===== src/sv/kss_pkg.sv =====
// shared constants and types for the k-th smallest stream selector
package kss_pkg;

  localparam int MaxRank = 64;
  localparam int DataW   = 32;
  localparam int RankW   = 7;
  localparam int CntW    = $clog2(MaxRank + 1);
  localparam int KW      = (CntW > RankW) ? CntW : RankW;

  typedef struct packed {
    logic occ;
    logic en;
  } cell_ctrl_t;

endpackage


===== src/sv/kss_cell.sv =====
// one cell of the sorted insertion chain
module kss_cell (
  input  logic                              clk_i,
  input  kss_pkg::cell_ctrl_t               ctrl_i,
  input  logic signed [kss_pkg::DataW-1:0]  sample_i,
  input  logic                              prev_take_i,
  input  logic signed [kss_pkg::DataW-1:0]  prev_val_i,
  output logic                              take_o,
  output logic                              gt_o,
  output logic signed [kss_pkg::DataW-1:0]  val_o
);
  import kss_pkg::*;

  logic signed [DataW-1:0] val_q, val_d;

  assign gt_o   = ctrl_i.occ && (val_q > sample_i);
  assign take_o = !ctrl_i.occ || gt_o;
  assign val_o  = val_q;

  always_comb begin
    val_d = val_q;
    if (ctrl_i.en && take_o) begin
      val_d = prev_take_i ? prev_val_i : sample_i;
    end
  end

  always_ff @(posedge clk_i) begin
    val_q <= val_d;
  end

endmodule


===== config.mk =====
export PLATFORM = sky130hd
export DESIGN_NAME = kss_cell
export DESIGN_NICKNAME = d
export VERILOG_FILES = /design/src/sv/kss_pkg.sv /design/src/sv/kss_cell.sv
export SDC_FILE = /design/constraint.sdc
export NUM_CORES = 1
export LEC_CHECK = 0
export BUFFER_PORTS_ARGS = -buffer_cell sky130_fd_sc_hd__buf_2
export CORE_MARGIN = 2
export CORE_UTILIZATION = 50
export DETAILED_ROUTE_END_ITERATION = 6
export PLACE_DENSITY_LB_ADDON = 0.25
export SYNTH_ARGS = -nofsm -noshare
export SYNTH_HDL_FRONTEND = slang
export SYNTH_SLANG_ARGS = --single-unit

===== constraint.sdc =====
create_clock -name clk_i -period 5.5 [get_ports clk_i]
set_input_delay 0.825 -clock clk_i [delete_from_list [all_inputs] [get_ports clk_i]]
set_output_delay 0.825 -clock clk_i [all_outputs]
set_load 0.02 [all_outputs]

# [Word-level counts from Yosys, hierarchy flattened]
# Index checks and enable logic that the tools add are counted.
[totals] latch_bits=0 input_bits=68 ramBits=0 elab_cells=7 ff_bits=32 mem_count=0 output_inout_bits=34 rom_bits=0
[op_classes] bitwise_logic=0 order_cmp=1 n_div=0 reduce_logical=4 n_shift=0 n_mul=0 addsub=0 n_eq_ne=0 muxes=1
[op_table] op="32-bit > comparator" count=1
[op_table] op="32-bit 2-to-1 mux" count=1
[op_table] op="1-bit logical AND" count=2
[op_table] op="1-bit logical NOT" count=1
[op_table] op="1-bit logical OR" count=1

# [Logic depth before layout (Yosys ltp)]
# Gate-level depths: netlist of the first run.
[depth] word_depth=4 ltp_mapped=8

# [Worst setup path after synthesis of the first run]
# OpenSTA, ideal clock, no wires.
[synth_timing] kind="in2reg" start="input sample_i[31] in the netlist's numbering" end="register val_q[0], in the netlist val_o[0] (enable)" arrival_ns=3.311 setup_slack_ns=1.787 path_stages=8 setup_ns=0.402 required_time_ns=5.098 cell_sequence="inv_1 ha_1 nand4_1 nor3_1 a221o_1 or3_4 or2_1 a41oi_2"
[synth_via] elab_chain_len=4
[synth_rtl] item="start: declaration" line="kss_cell.sv:5" source="input logic signed [kss_pkg::DataW-1:0] sample_i,"
[synth_rtl] item="32-bit > comparator" line="kss_cell.sv:16" source="assign gt_o = ctrl_i.occ && (val_q > sample_i);"
[synth_rtl] item="1-bit logical AND" line="kss_cell.sv:16"
[synth_rtl] item="1-bit logical OR" line="kss_cell.sv:17" source="assign take_o = !ctrl_i.occ || gt_o;"
[synth_rtl] item="1-bit logical AND" line="kss_cell.sv:22" source="if (ctrl_i.en && take_o) begin"
[synth_rtl] item="end signal: assignment" line="kss_cell.sv:28" source="val_q <= val_d;"
[synth_rtl] item="end: declaration" line="kss_cell.sv:14" source="logic signed [DataW-1:0] val_q, val_d;"
# No other way between the ends.
# A chain may end at the register's enable or synchronous reset.

# [Worst setup path in the final report of the first run]
[layout_timing] start="input sample_i[31] in the netlist's numbering" end="output take_o"
[layout_via] elab_chain_len=3
[layout_rtl] item="32-bit > comparator" line="kss_cell.sv:16"
[layout_rtl] item="1-bit logical AND" line="kss_cell.sv:16"
[layout_rtl] item="1-bit logical OR" line="kss_cell.sv:17"
[layout_rtl] item="end: declaration" line="kss_cell.sv:8" source="output logic take_o,"
# No other way between the ends.

==> results of run 1 <==
## cell usage in the layout, fill, tap and decap left out, types with 2 or more instances in the layout
| cell | synthesis | final |
|---|---|---|
| edfxtp_1 | 32 | 32 |
| nand4_1 | 8 | 8 |
| a21o_1 | 3 | 3 |
| inv_1 | 34 | 34 |
| clkbuf_8 | 0 | 5 |
| a21oi_1 | 12 | 12 |
| nand3_1 | 7 | 7 |
| o21ai_0 | 33 | 33 |
| nand2_1 | 37 | 37 |
| clkinv_2 | 0 | 2 |
| a221o_1 | 2 | 2 |
| ha_1 | 32 | 32 |
| buf_2 | 0 | 101 |
## worst paths after layout
kind / start / to / slack [ps]
worst min register to register: val_o[31] / val_o[20] / 1510
worst max register to register: val_o[31] / val_o[11] / 2210
worst min-delay path: prev_val_i[27] / val_o[27] / 820
worst max-delay path: sample_i[31] / take_o / 1850
## per-stage QoR
step | util, % | cell area (sq um) | hold slack [ps] | std cells
3_3_place_gp | 66.3 | 2690 | 1100 | 366
2_1_floorplan | - | 2140 | 1010 | 222
3_5_place_dp | 66.3 | 2690 | 1110 | 366
4_1_cts | 68.3 | 2770 | 817 | 374
5_1_grt | 68.3 | 2770 | 824 | 374
6_report | 68.3 | 2770 | 817 | 374
## worst max-delay path: stages
cell and delay [ps]:
buf_2 70, inv_1 50, ha_1 380, nand4_1 180, nor3_1 90, a221o_1 320, or3_4 350, or2_1 260
nand4_1 120, buf_2 170
## per-layer routing
layer / track usage, % / wire [microns]
met1: 27.9 / 2140
met2: 36.9 / 2360
met3: 5.09 / 313
met4: 8.50 / 112
met5: 0 / 0
## power by group through the flow
stage | logic [mW] | registers [mW] | clock network [mW]
final | 0.180 | 0.310 | 0.174
after detailed placement | 0.181 | 0.315 | 0
after floorplan | 0.0849 | 0.340 | 0
after global placement | 0.175 | 0.314 | 0
after global routing | 0.205 | 0.312 | 0.188
after CTS | 0.182 | 0.310 | 0.175
## final cells by class
| type | instances | area (sq um) | share of cell area (%) |
|---|---|---|---|
| clock buffers | 5 | 68.8 | 2.48 |
| clock inverters | 3 | 13.8 | 0.497 |
| inverters | 34 | 128 | 4.60 |
| multi-input cells | 149 | 1030 | 37.2 |
| flip-flops and latches | 32 | 961 | 34.7 |
| well taps | 50 | 62.6 | 2.26 |
| repair buffers | 101 | 505 | 18.2 |
## cell families (layout without fill, tap and decap cells)
family,count (synthesis),after routing,share of synthesized area (%)
multiplexers,1,1,0.527
AO/OA/AOI/OAI,57,57,15.6
adder cells (fa/ha/maj),32,32,18.7
buffers and inverters,41,143,7.21
flip-flops,32,32,45.0
AND/OR/NAND/NOR,59,59,12.9
==> flow_summary.toml, run 1 <==
[clocking]
cts.path.max_buffers = 2
cts_tree = "done"
clock_sinks = 32
insertion_delay_ps = 290
numCtsBuffers = 5
htree_levels = 2
path_clk_slew_ps = 80
hold_buffers = 0
cts_setup_buffers = 0
root_buffer = "clkbuf_8"
ctsResizeCount = 0

[power_and_ir_drop]
p_per_area_nw_per_um2 = 239
p_leak_nw = 1.40
power_frac_seq_pct = 46.7
p_int_mw = 0.456
switchingPower_mw = 0.208
fin_total_pwr_mw = 0.664
clockPowerShare_pct = 26.2
combPwrFrac_pct = 27.2
sw_frac_of_total_pct = 31.3
peakVddDrop_uv = 214

[worst_setup_path]
critical_path_required_ps = 4680
reg2regPathDepth = 7
cp_max_fo = 7
cp-end-kind = "output port"
crit_type = "in -> out"
worst_ep_arrival_time_ps = 2830
worstSetupStartpointType = "input port"

[timing]
setup_viol = 0
setup_slack_ps = 1850
rsz0062_at_grt = "false"
hold_viol_final = 0
max_slew.worst_pin.slew_ps = 1160
relSlewSlack_pct = 22.6
clock_skew_ps = 11.4
max_freq_mhz = 274
drv_slew = 0
finalSetupTns_ps = 0
min_period_ps = 3650
period_share_pct = 66.4

[floorplan]
dieArea_sq_um = 4810
start_util_pct = 52.6
core-area_sq_um = 4060
die_h_microns = 69.4
dieWidth_microns = 69.4
io_pins = 102
row_count = 23

[logic_synthesis]
yosysTopAreaCellShare_pct = 45.0
yosysWarnings = 0
ys_ff_latch = 32
synthArstFlopShare_pct = 0
syn_avg_cell_area_sq_um = 9.62
synth_most_common_cell = "nand2_1"
synthTopCellsByArea = "edfxtp_1, ha_1, o21ai_0, nand2_1, inv_1"
synth_fp_nets = 322
synth_cell_types = 26
synth_seq_area_share_pct = 45.0
syn-cell-area_sq_um = 2140
synth_commonest_cells = "nand2_1, inv_1, o21ai_0, edfxtp_1, ha_1"
synth_edf_count = 32
yosysTopAreaCell = "edfxtp_1"
synth_flop_cell = "edfxtp_1"
syn_inst = 222

[detailed_routing]
drt_drc_violations_left = 0
vias = 1953
routed_wl_microns = 4920
drtAntennaViolNets = 0
firstDrtPassIters = 4
first_iter_violations = 87
wl_per_cell_microns = 13.2
viasPerCell = 5.22

[placement]
dp_hpwl_microns = 3880
place_ws_ps = 1630
port_buffers = 101
gp_congestion = 0.801

[layout]
area_delta_synth_final_pct = 29.8
final_layout_size_suffix_gt1_share_pct = 34.6
largest_reg_flops = 32
final_nets = 423
fillers = 332
antenna_cells = 0

[global_route]
antenna_found_initial = 0
grt_usage_pct = 22.1
grt_max_degree = 64
grt_pass1_vias = 1918
overflow = 0
grt_pass1_wl_microns = 8530

[min_path]
holdPathStages = 3
hp-class = "in -> reg"

[run_status]
outcome = "finished clean"

[flow_run]
drv_cap = 0
Note: power is estimated with default switching activity, not from simulation.
==> run 2: changes to the inputs <==
Settings changed: CORE_UTILIZATION 50 to 47.
Clock period 5.5 ns to 3.4 ns, I/O delays scaled along.
==> flow_summary.toml, run 2 (synthesis results as in run 1) <==
[layout]
final_layout_size_suffix_gt1_share_pct = 34.6
area_delta_synth_final_pct = 30.8
final_common_cell = "buf_2"
final_cell_mix = "buf_2, nand2_1, inv_1"
antenna_cells = 0
largest_reg_flops = 32
final_nets = 426
postLayoutCellArea_sq_um = 2790

[floorplan]
dieArea_sq_um = 5100
io_pins = 102
row_count = 24
core-area_sq_um = 4350
start_util_pct = 49.1
dieWidth_microns = 71.4
die_h_microns = 71.4

[min_path]
hp-class = "in -> reg"
min-delay-start = "prev_val_i[3]"

[clocking]
cts.path.max_buffers = 2
numCtsBuffers = 5
clock_sinks = 32
htree_levels = 2
root_buffer = "clkbuf_8"
cts_tree = "done"
ctsResizeCount = 0
cts_setup_buffers = 0
hold_buffers = 0
insertion_delay_ps = 280
path_clk_slew_ps = 60

[global_route]
antenna_found_initial = 0
grt_max_degree = 33
grt_pass1_vias = 1777
overflow = 0
grt_usage_pct = 19.1
grt_pass1_wl_microns = 7600

[timing]
min_period_ps = 3060
setup_slack_ps = 343
period_share_pct = 89.9
setup_viol = 0
clock_skew_ps = 7.25
relSlewSlack_pct = 67.8
drv_slew = 0
rsz0062_at_grt = "false"
finalSetupTns_ps = 0
hold_viol_final = 0
max_slew.worst_pin.slew_ps = 482
max_freq_mhz = 327

[worst_setup_path]
cp-end-kind = "output port"
r2r-start = "val_o[31]"
crit_type = "reg -> out"
critical-path-slowest-cell = "edfxtp_1"
cp_max_fo = 7
critical_path_required_ps = 2890
cpPeakStageDelay_ps = 390
worstSetupStartpointType = "flip-flop"
worst_ep_arrival_time_ps = 2550
cp_cell_sequence = "ha_1 -> nand4_1 -> nor3_1 -> a221o_1 -> or3_4 -> o41ai_1 -> buf_2"
worstSetupStartpoint = "val_o[31]"
crit_family = "compound AO/OA/AOI/OAI gates"
crit_buf_inv = 1

[detailed_routing]
firstDrtPassIters = 4
wl_per_cell_microns = 12.6
first_iter_violations = 62
vias = 1920
drt_drc_violations_left = 0
drtAntennaViolNets = 0
viasPerCell = 5.07
routed_wl_microns = 4770

[placement]
place_area_sq_um = 2710
port_buffers = 101
gp_congestion = 0.807
dp_hpwl_microns = 3850
place_ws_ps = 360

[power_and_ir_drop]
fin_total_pwr_mw = 1.07
p_per_area_nw_per_um2 = 382
p_leak_nw = 1.41
peakVddDrop_uv = 247

[run_status]
outcome = "finished clean"

[flow_run]
drv_cap = 0
## run 2: cell types whose count changed in the layout (fill, tap and decap cells not counted)
cell,before,now
buf_4,0,3
clkbuf_1,0,2
clkinv_2,2,0
## run 2: stage by stage
stage / std cells / hold slack, ps / utilization [%]
2_1_floorplan: 222 / 697 / -
3_3_place_gp: 371 / 787 / 62.3
3_5_place_dp: 371 / 795 / 62.3
4_1_cts: 379 / 497 / 64.2
5_1_grt: 379 / 511 / 64.2
6_report: 379 / 507 / 64.2
## run 2: cell type report
cell class | count | area, sq um
Timing Repair Buffer | 104 | 528
Clock inverter | 1 | 3.75
Fill cell | 369 | 1560
Multi-Input combinational cell | 149 | 1030
Tap cell | 52 | 65.1
Sequential cell | 32 | 961
Clock buffer | 7 | 76.3
Inverter | 34 | 128
## run 2: path summary, 6_finish.rpt
kind | end | slack (ps) | cells past startpoint
setup reg to reg | val_o[15] | 640 | 8
hold / removal | val_o[3] | 510 | 3
setup / recovery | gt_o | 340 | 7
hold reg to reg | val_o[21] | 1260 | 4
## run 2: where the power goes
group | internal (mW) | switching (mW) | total [mW]
clock | 0.142 | 0.131 | 0.274
combinational | 0.119 | 0.174 | 0.293
sequential | 0.482 | 0.0187 | 0.500
## run 2: tightest hold or removal path: stages
cell     delay, ps
buf_2           70
nand2_1         40
o21ai_0         50
## run 2: per-layer routing
metal / GRT usage [%] / vias to the layer above / wire (microns)
li1: - / 999 / -
met1: 25.0 / 849 / 2160
met2: 31.3 / 70 / 2240
met3: 4.64 / 2 / 329
met4: 6.29 / 0 / 41
met5: 0 / - / 0
==> run 3: changes to the inputs <==
Settings changed: CELL_PAD_IN_SITES_DETAIL_PLACEMENT set to 1, CELL_PAD_IN_SITES_GLOBAL_PLACEMENT set to 1, CORE_UTILIZATION 47 to 36, PLACE_DENSITY set to 0.92, PLACE_DENSITY_LB_ADDON 0.25 to not set.
Clock period 3.4 ns to 3.9 ns, I/O delays scaled along.
==> flow_summary.toml, run 3 (synthesis results as in run 1) <==
[worst_setup_path]
critical_path_required_ps = 3310
cp-end-kind = "output port"
crit_type = "in -> out"
reg2regPathDepth = 8
r2r-start = "val_o[31]"
cp_max_fo = 7
worstSetupStartpointType = "input port"
worst_ep_arrival_time_ps = 2590
reg2reg_to = "val_o[22]"
r2r_slack_ps = 990

[timing]
rsz0062_at_grt = "false"
drv_slew = 0
clock_skew_ps = 4.86
min_period_ps = 3170
max_freq_mhz = 315
hold_viol_final = 0
setup_slack_ps = 727
period_share_pct = 81.4
max_slew.worst_pin.slew_ps = 937
finalSetupTns_ps = 0
relSlewSlack_pct = 37.5
setup_viol = 0

[floorplan]
start_util_pct = 36.7
core-area_sq_um = 5820
io_pins = 102
dieArea_sq_um = 6570
row_count = 28
die_h_microns = 81.0
dieWidth_microns = 81.0

[clocking]
cts_tree = "done"
clock_sinks = 32
ctsResizeCount = 0
insertion_delay_ps = 280
htree_levels = 2
path_clk_slew_ps = 70
cts.path.max_buffers = 2
hold_buffers = 0
cts_setup_buffers = 0
root_buffer = "clkbuf_8"
numCtsBuffers = 5

[power_and_ir_drop]
fin_total_pwr_mw = 0.945
peakVddDrop_uv = 144
p_leak_nw = 1.40
p_per_area_nw_per_um2 = 336

[min_path]
min_to = "val_o[9]"
holdPathStages = 3
hp-class = "in -> reg"
min-delay-start = "prev_val_i[9]"

[run_status]
outcome = "finished clean"

[layout]
postLayoutCellArea_sq_um = 2820
fin_cells = 401
final_layout_size_suffix_gt1_share_pct = 34.4
fillers = 744
final_nets = 425
antenna_cells = 0
final_cell_mix = "buf_2, nand2_1, inv_1"
area_delta_synth_final_pct = 31.8
final_common_cell = "buf_2"
largest_reg_flops = 32

[detailed_routing]
viasPerCell = 4.96
top_layer_used = "met4"
wl_met2_microns = 3070
first_iter_violations = 57
vias = 1988
met1Wirelength_microns = 2450
drtAntennaViolNets = 0
firstDrtPassIters = 4
drt_drc_violations_left = 0
routed_wl_microns = 5970
wl_met3_microns = 283
wl_per_cell_microns = 14.9

[global_route]
overflow = 0
grt_pass1_wl_microns = 9470
antenna_found_initial = 0
grt_pass1_vias = 2086
grt_max_degree = 64
grt_usage_pct = 18.9

[placement]
place_area_sq_um = 2740
dp_hpwl_microns = 4960
place_ws_ps = 644
port_buffers = 101
gp_congestion = 0.826
dp.cells = 393

[flow_run]
drv_cap = 0
==> run 3: worst max-delay path, cell delays in order <==
cell and delay, ps:
buf_2 80, inv_1 50, ha_1 370, nand4_1 190, nor3_1 80, a221o_1 320, or3_4 340, o41ai_1 330
buf_2 240
==> run 3: cell type report <==
class	count	area, sq um	area share [%]
inverters	34	128	4.53
multi-input cells	149	1030	36.7
clock buffers	7	76.3	2.71
clock inverters	1	3.75	0.133
repair buffers	103	520	18.5
flip-flops and latches	32	961	34.1
well taps	75	93.8	3.33
==> run 3: layer usage <==
metal / up-vias / track usage (%)
met2: 58 / 33.9
met1: 914 / 22.1
met5: - / 0
li1: 1000 / -
met3: 16 / 3.89
met4: 0 / 7.29
==> run 3: report_power, final <==
| part | internal [mW] | switching, mW |
|---|---|---|
| logic | 0.105 | 0.161 |
| clock network | 0.124 | 0.117 |
| registers | 0.420 | 0.0174 |
==> run 3: worst max-delay path by stage <==
stage	start	end	slack [ps]	cells after the start
after global routing	sample_i[31]	gt_o	590	9
after CTS	sample_i[31]	take_o	720	10
after global placement	sample_i[31]	val_o[16]	770	10
after floorplan	sample_i[31]	val_o[0]	430	8
after detailed placement	sample_i[31]	val_o[21]	640	10
final	sample_i[31]	gt_o	730	9
==> run 3: stage by stage <==
step | util [%] | hold WS [ps]
2_1_floorplan | - | 772
3_3_place_gp | 47.0 | 869
3_5_place_dp | 47.0 | 874
4_1_cts | 48.4 | 579
5_1_grt | 48.4 | 600
6_report | 48.4 | 581
